===== src/design/edi_pkg.sv =====
// shared constants and types for the euclidean distance / floor square root unit
`default_nettype none

package edi_pkg;

   localparam int FRACTION_BITS = 8;

   localparam int COORD_W  = 32;
   localparam int DIFF_W   = COORD_W + 1;
   localparam int RAW_W    = 64;
   localparam int ROOT_W   = 32;
   localparam int ITER_W   = 5;

   localparam logic CMD_DISTANCE = 1'b0;
   localparam logic CMD_ROOT     = 1'b1;

   typedef enum logic [6:0] {
      ST_IDLE = 7'b0000001,
      ST_MAG  = 7'b0000010,
      ST_SQX  = 7'b0000100,
      ST_SQY  = 7'b0001000,
      ST_SUM  = 7'b0010000,
      ST_ROOT = 7'b0100000,
      ST_DONE = 7'b1000000
   } state_type;

endpackage

`default_nettype wire


===== src/design/euclidean_distance_isqrt_unit.sv =====
// floor square root of a raw word or of the squared distance between two fixed-point points
// one word at a time: a new request is accepted only in idle, after the result is loaded into the output register
// the root retires one bit-pair per cycle on a single 64-bit subtractor (32 steps);
// distance first passes through magnitude, two squarings on one 32x32 multiplier, and sum
// reset (synchronous, active high) returns to idle and drops rsp_valid
`default_nettype none

module euclidean_distance_isqrt_unit
   import edi_pkg::*;
(
   input  wire logic                       clock,
   input  wire logic                       reset,
   input  wire logic                       req_valid,
   output logic                            req_ready,
   input  wire logic                       req_command,
   input  wire logic signed [COORD_W-1:0]  req_point_a_x,
   input  wire logic signed [COORD_W-1:0]  req_point_a_y,
   input  wire logic signed [COORD_W-1:0]  req_point_b_x,
   input  wire logic signed [COORD_W-1:0]  req_point_b_y,
   input  wire logic        [RAW_W-1:0]    req_raw_value,
   output logic                            rsp_valid,
   input  wire logic                       rsp_ready,
   output logic             [ROOT_W-1:0]   rsp_root_result
);

   state_type                state_ff, state_in;
   logic signed [DIFF_W-1:0] diff_x_ff, diff_x_in;
   logic signed [DIFF_W-1:0] diff_y_ff, diff_y_in;
   logic [COORD_W-1:0]       mag_x_ff, mag_x_in;
   logic [COORD_W-1:0]       mag_y_ff, mag_y_in;
   logic [RAW_W-1:0]         sq_ff, sq_in;
   logic [RAW_W-1:0]         acc_ff, acc_in;
   logic [RAW_W-1:0]         rem_ff, rem_in;
   logic [RAW_W-1:0]         res_ff, res_in;
   logic [RAW_W-1:0]         bit_ff, bit_in;
   logic [ITER_W-1:0]        iter_ff, iter_in;
   logic                     rsp_valid_ff, rsp_valid_in;
   logic [ROOT_W-1:0]        rsp_root_ff, rsp_root_in;

   logic signed [DIFF_W-1:0] shift_x, shift_y;
   logic [COORD_W-1:0]       mul_op;
   logic [RAW_W-1:0]         mul_out;
   logic [RAW_W:0]           sum_wide;
   logic [RAW_W-1:0]         trial;
   logic [RAW_W:0]           trial_diff;
   logic                     accept, out_free;

   localparam logic [RAW_W-1:0] BIT_START = RAW_W'(1) << (RAW_W - 2);

   assign req_ready       = (state_ff == ST_IDLE);
   assign accept          = req_valid && req_ready;
   assign out_free        = !rsp_valid_ff || rsp_ready;
   assign rsp_valid       = rsp_valid_ff;
   assign rsp_root_result = rsp_root_ff;

   // floor by 2^fraction, then magnitude
   assign shift_x = diff_x_ff >>> FRACTION_BITS;
   assign shift_y = diff_y_ff >>> FRACTION_BITS;

   assign mul_op   = (state_ff == ST_SQX) ? mag_x_ff : mag_y_ff;
   assign mul_out  = RAW_W'(mul_op) * RAW_W'(mul_op);
   assign sum_wide = {1'b0, acc_ff} + {1'b0, sq_ff};

   // res and bit never overlap, so or is the sum
   assign trial      = res_ff | bit_ff;
   assign trial_diff = {1'b0, rem_ff} - {1'b0, trial};

   always_comb begin
      state_in     = state_ff;
      diff_x_in    = diff_x_ff;
      diff_y_in    = diff_y_ff;
      mag_x_in     = mag_x_ff;
      mag_y_in     = mag_y_ff;
      sq_in        = sq_ff;
      acc_in       = acc_ff;
      rem_in       = rem_ff;
      res_in       = res_ff;
      bit_in       = bit_ff;
      iter_in      = iter_ff;
      rsp_valid_in = rsp_valid_ff && !rsp_ready;
      rsp_root_in  = rsp_root_ff;

      unique case (state_ff)
         ST_IDLE: begin
            if (accept) begin
               diff_x_in = DIFF_W'(req_point_a_x) - DIFF_W'(req_point_b_x);
               diff_y_in = DIFF_W'(req_point_a_y) - DIFF_W'(req_point_b_y);
               rem_in    = req_raw_value;
               res_in    = '0;
               bit_in    = BIT_START;
               iter_in   = '1;
               if (req_command == CMD_ROOT) begin
                  state_in = ST_ROOT;
               end else begin
                  state_in = ST_MAG;
               end
            end
         end
         ST_MAG: begin
            mag_x_in = shift_x[DIFF_W-1] ? COORD_W'(-shift_x) : COORD_W'(shift_x);
            mag_y_in = shift_y[DIFF_W-1] ? COORD_W'(-shift_y) : COORD_W'(shift_y);
            state_in = ST_SQX;
         end
         ST_SQX: begin
            sq_in    = mul_out;
            state_in = ST_SQY;
         end
         ST_SQY: begin
            acc_in   = sq_ff;
            sq_in    = mul_out;
            state_in = ST_SUM;
         end
         ST_SUM: begin
            // saturate on carry out
            rem_in   = sum_wide[RAW_W] ? '1 : sum_wide[RAW_W-1:0];
            res_in   = '0;
            bit_in   = BIT_START;
            iter_in  = '1;
            state_in = ST_ROOT;
         end
         ST_ROOT: begin
            if (!trial_diff[RAW_W]) begin
               rem_in = trial_diff[RAW_W-1:0];
               res_in = (res_ff >> 1) | bit_ff;
            end else begin
               res_in = res_ff >> 1;
            end
            bit_in  = bit_ff >> 2;
            iter_in = iter_ff - ITER_W'(1);
            if (iter_ff == '0) begin
               state_in = ST_DONE;
            end
         end
         ST_DONE: begin
            if (out_free) begin
               rsp_valid_in = 1'b1;
               rsp_root_in  = res_ff[ROOT_W-1:0];
               state_in     = ST_IDLE;
            end
         end
         default: begin
            state_in = ST_IDLE;
         end
      endcase
   end

   always_ff @(posedge clock) begin
      if (reset) begin
         state_ff     <= ST_IDLE;
         rsp_valid_ff <= 1'b0;
      end else begin
         state_ff     <= state_in;
         rsp_valid_ff <= rsp_valid_in;
      end
      diff_x_ff   <= diff_x_in;
      diff_y_ff   <= diff_y_in;
      mag_x_ff    <= mag_x_in;
      mag_y_ff    <= mag_y_in;
      sq_ff       <= sq_in;
      acc_ff      <= acc_in;
      rem_ff      <= rem_in;
      res_ff      <= res_in;
      bit_ff      <= bit_in;
      iter_ff     <= iter_in;
      rsp_root_ff <= rsp_root_in;
   end

   a_accept_leaves_idle: assert property (@(posedge clock) disable iff (reset)
      accept |=> state_ff != ST_IDLE)
      else $error("accepted word did not start work");

   a_probe_onehot: assert property (@(posedge clock) disable iff (reset)
      state_ff == ST_ROOT |-> $onehot(bit_ff))
      else $error("root probe bit lost its single set bit");

   a_root_ends: assert property (@(posedge clock) disable iff (reset)
      (state_ff == ST_ROOT && iter_ff == '0) |=> state_ff == ST_DONE)
      else $error("root did not finish after last bit pair");

   a_result_loaded: assert property (@(posedge clock) disable iff (reset)
      (state_ff == ST_DONE && out_free) |=> (rsp_valid_ff && state_ff == ST_IDLE))
      else $error("finished root not presented on output");

endmodule

`default_nettype wire


===== config.mk =====
export PLATFORM = sky130hd
export DESIGN_NAME = euclidean_distance_isqrt_unit
export DESIGN_NICKNAME = d
export VERILOG_FILES = /design/src/design/edi_pkg.sv /design/src/design/euclidean_distance_isqrt_unit.sv
export SDC_FILE = /design/constraint.sdc
export NUM_CORES = 2
export LEC_CHECK = 0
export ABC_AREA = 1
export BUFFER_PORTS_ARGS = -buffer_cell sky130_fd_sc_hd__buf_2
export CAP_MARGIN = 20
export CORE_MARGIN = 1.5
export CORE_UTILIZATION = 40
export DETAILED_ROUTE_END_ITERATION = 16
export PLACE_DENSITY = 0.59
export SYNTH_ARGS = -nofsm -noshare
export SYNTH_HDL_FRONTEND = slang
export SYNTH_SLANG_ARGS = --single-unit

===== constraint.sdc =====
create_clock -name clock -period 10.1 [get_ports clock]
set_input_delay 2.02 -clock clock [delete_from_list [all_inputs] [get_ports clock]]
set_output_delay 2.02 -clock clock [all_outputs]
set_load 0.01 [all_outputs]

After elaboration in Yosys (flattened, before gate mapping):

Cells that the tools add are included.

* flip-flop bits (word level): 495
* bits of input ports: 197
* output and inout port bits: 34
* logic and storage cells: 70

* add/sub/neg operators: 7
* $mul: 1
* equal/unequal tests: 11
* multiplexer cells: 21
* bitwise logic cells: 2
* reduce and logical (&&, ||, !) cells: 13

Operators with widths (count)
* case mux 64 bit (3 select lines): 3
* two-way mux 64 bit: 6
* subtractor 32 x 32 -> 33 bit: 2
* adder 64 x 64 -> 65 bit: 1
* subtractor 64 x 64 -> 65 bit: 1
* multiplier 32 x 32 -> 64 bit: 1
* negator 25 -> 32 bit: 2
* bitwise OR 63 x 64 -> 64 bit: 1
* bitwise OR 64 bit: 1
* case mux 7 bit (7 select lines): 1
* two-way mux 24 bit: 2
* two-way mux 32 bit: 1
* two-way mux 7 bit: 3
* case mux 5 bit (3 select lines): 1
* equality test 7 x 1 -> 1 bit (second input constant): 1
* equality test 7 x 2 -> 1 bit (second input constant): 1
* equality test 7 x 3 -> 1 bit (second input constant): 1
* equality test 7 x 4 -> 1 bit (second input constant): 1
* equality test 7 x 5 -> 1 bit (second input constant): 1
* equality test 7 x 6 -> 1 bit (second input constant): 1
* equality test 7 bit (second input constant): 1
* two-way mux 6 bit: 1
* != test 2 bit (second input constant): 3
* AND reduction 2 bit: 3
* 11 further kinds: 15

Longest topological paths before layout:

* depth in word-level cells: 4
* mapped depth: 40
* depth with buffers taken out: 38

Worst setup path before layout:

Ideal clock, no wire load.

* path type: input port to flip-flop
* start: input req_valid
* end: register rem_ff[0], enable pin
* library setup time: 0.418 ns
* data arrival time: 8.947 ns
* required time: 9.682 ns
* slack: 0.735 ns
* stages: 4
* path buffers: 0
* cell sequence: inv_1 -> a21oi_1 -> o21ai_0 -> inv_1

* word-level cells in the longest chain between the ends: 3

Ends and longest elaborated chain
* start, declared: line euclidean_distance_isqrt_unit.sv:13 `input wire logic req_valid,`
* logical AND 1 bit: line euclidean_distance_isqrt_unit.sv:51 `assign accept = req_valid && req_ready;`
* != test 2 x 1 -> 1 bit (no line)
* AND reduction 3 bit (no line)
* end signal, assigned: line euclidean_distance_isqrt_unit.sv:161 `rem_ff <= rem_in;`
* end, declared: line euclidean_distance_isqrt_unit.sv:33 `logic [RAW_W-1:0] rem_ff, rem_in;`

No other way between the ends.
A chain may end at the register's enable or synchronous reset.

Final worst setup path:

* start: register state_ff[5]
* end: register sq_ff[63] (data pin)

* word-level cells in the longest chain between the ends: 3

Ends and longest elaborated chain
* start, declared: line euclidean_distance_isqrt_unit.sv:26 `state_type state_ff, state_in;`
* start signal, assigned: line euclidean_distance_isqrt_unit.sv:152 `state_ff <= state_in;`
* equality test 7 x 3 -> 1 bit: line euclidean_distance_isqrt_unit.sv:60 `assign mul_op = (state_ff == ST_SQX) ? mag_x_ff : mag_y_ff;`
* two-way mux 32 bit: line euclidean_distance_isqrt_unit.sv:60
* multiplier 32 x 32 -> 64 bit: line euclidean_distance_isqrt_unit.sv:61 `assign mul_out = RAW_W'(mul_op) * RAW_W'(mul_op);`
* net mul_out[63]: line euclidean_distance_isqrt_unit.sv:42 `logic [RAW_W-1:0] mul_out;`
* end signal, assigned: line euclidean_distance_isqrt_unit.sv:159 `sq_ff <= sq_in;`
* end, declared: line euclidean_distance_isqrt_unit.sv:31 `logic [RAW_W-1:0] sq_ff, sq_in;`

The timed path passes the listed nets, and every way through them passes these cells.

==> results.cfg <==
[timing]
tightest_slew_ns = 1.11
skew_ns = 0.0657
max_freq_mhz = 108
report.final.hold_viol_count = 0
max_slew_margin = 0.257
period_minus_slack_ns = 9.24
finalSetupViolCount = 0
rsz0062_at_grt = no
fin_ws_ns = 0.860
min_period_over_period = 0.915
maxSlewViolCount = 0
finalSetupTns_ns = 0

[synthesis]
synth_area_leaders = fa_1, edfxtp_1, inv_1
synth_warnings = 0
seq_area_frac_synth = 0.214
synthCells = 7921
synth_top_family_by_area = adder cells
synth_cell_types = 54
synthXorXnorAreaFrac = 0.0285
syn_area_per_cell_sq_um = 7.81
synth_edf_count = 436
synthFlopType = edfxtp_1
async_flop_share = 0
synthDominantAreaCellType = fa_1
synth-compound-area-share = 0.0668
synthTopCellsByCount = inv_1, nand2_1, nor2_1
synth.most_common_cell = inv_1
synth_adder_area_share = 0.354
synthMuxAreaShare = 0
ys_seq_elements = 444
syn_area_sq_um = 61800
yosys.area_share.simple = 0.206
synth_top_area_share = 0.257

[setup_path]
worstSetupPathType = reg2reg
worstPathRequired_ns = 10.47
cp_num_buf_inv = 10
crit_cells = 32
crit_path_max_fanout = 43
r2r_cells = 32
crit_arrival_ns = 9.61
crit_path_start_kind = register
r2r_slack_ns = 0.86
cp-end-kind = register
cp_slowest_stage_delay_ns = 0.71
path_delay_family = adder cells
slowest_stage = o21ai_0
crit_path_frequent_cell = fa_1

[clock_network]
numCtsBuffers = 53
clk_pin_slew_ns = 0.07
cts_hold_buf = 0
cts.repair.resized = 0
postCtsSetupBuffers = 0
cts_tree = yes
h-tree-depth = 2
cts.sinks = 444
cts-root-buf = clkbuf_16
clock_latency_ns = 0.67
clk_path_buf_depth = 3

[detailed_routing]
vias_per_cell = 4.95
antenna_left = 0
wl_per_cell_um = 19.4
drt-initial-drc-count = 3316
drc = 0
routed_wl_mm = 199
dr_total_vias = 50800
firstDrtPassIters = 6

[flow_run]
maxCapViolations = 0

[layout]
layout.nets = 9628
drive_above_1_share = 0.0600
antenna_cells = 0
fill_cells = 15800
area_growth_pct = 8.86
multi_input_area_sq_um = 40600
regArea_sq_um = 13300

[global_routing]
antenna_found_initial = 1
grt_pass1_wl_mm = 308
grtUsageTotal = 0.256
overflow = 0
grt_max_degree = 69
grt_pass1_vias = 53500

[min_path]
whs_path_depth = 0
min-delay-path-class = reg2reg

[die]
dieWidth_um = 396
initial_core_util = 0.402
core_area_sq_um = 154000
die_area_sq_um = 157000
row_count = 144
die_y_um = 396
ios = 231

[placed_design]
globalplace.congestion = 0.935
io_buffers = 230
post-place-ws_ns = 0.914
place_hpwl_mm = 170

[run_status]
status = complete, no violations
==> logic make-up after synthesis <==
group	Yosys count
AO/OA/AOI/OAI	714
XOR/XNOR	201
adder cells (fa/ha/maj)	1271
buffers and inverters	2120
flip-flops	444
other	1
AND/OR/NAND/NOR	3170
==> final timing paths <==
path | start | endpoint
setup / recovery | state_ff[5]$_SDFFE_PP0P_ | sq_ff[63]$_DFFE_PP_
hold / removal | sq_ff[26]$_DFFE_PP_ | acc_ff[26]$_DFFE_PP_
setup reg to reg | state_ff[5]$_SDFFE_PP0P_ | sq_ff[63]$_DFFE_PP_
hold reg to reg | sq_ff[26]$_DFFE_PP_ | acc_ff[26]$_DFFE_PP_
==> layout by cell type, fill, tap and decap left out, types with 54 or more instances in the layout <==
master | Yosys | layout
nand2_1 | 1789 | 1788
fa_1 | 794 | 794
inv_1 | 1961 | 1958
clkbuf_16 | 0 | 54
nand3_1 | 301 | 301
edfxtp_1 | 436 | 436
a21oi_1 | 301 | 300
buf_4 | 7 | 72
ha_1 | 477 | 477
buf_2 | 68 | 230
nor3_1 | 71 | 71
nor2_1 | 898 | 897
o21ai_0 | 199 | 199
xor2_1 | 138 | 138
xnor2_1 | 63 | 63
==> worst reg2reg max path: cells and delay by family, from the launching register on <==
family / cells / cell delay [ns]
fa+ha+maj: 9 / 4.09
compound gates: 3 / 1.27
flops: 1 / 0.34
simple gates: 9 / 1.82
buf+inv: 10 / 1.34
xor+xnor: 1 / 0.10
==> metrics by stage <==
stage	util	hold WS, ns	cells	cell area (sq um)
after detailed placement	0.426	0.439	10100	65500
after CTS	0.438	0.421	10200	67300
after global placement	0.426	0.434	10100	65500
final	0.438	0.429	10200	67300
after global routing	0.438	0.445	10200	67300
after floorplan	-	0.418	7934	61900
==> layout make-up <==
cell class | instances | share of cell area
multi-input combinational | 5370 | 0.603
sequential | 444 | 0.197
inverter | 1989 | 0.111
tap | 2044 | 0.0380
timing repair buffer | 302 | 0.0251
clock buffer | 66 | 0.0207
clock inverter | 32 | 0.00565
==> per-layer routing <==
metal  track usage  vias up  part of all wire
met2         0.458     1445              0.49
li1              -    24500                 -
met3        0.0260      376             0.048
met5             0        -                 0
met1         0.317    24400              0.42
met4        0.0999        0             0.044
==> sequential cells by signal, indices dropped and copies added, names as in the netlist <==
register and count:
mag_x_ff 32, diff_y_ff 25, rsp_valid 1, acc_ff 63, rem_ff 64, state_ff 7
res_ff 63, bit_ff 32, mag_y_ff 32, rsp_root_result 32, iter_ff 5, diff_x_ff 25
sq_ff 63
Power is left out: the tool's default activity adds up to more than one toggle a clock period on the data nets, which glitch-free logic cannot reach.
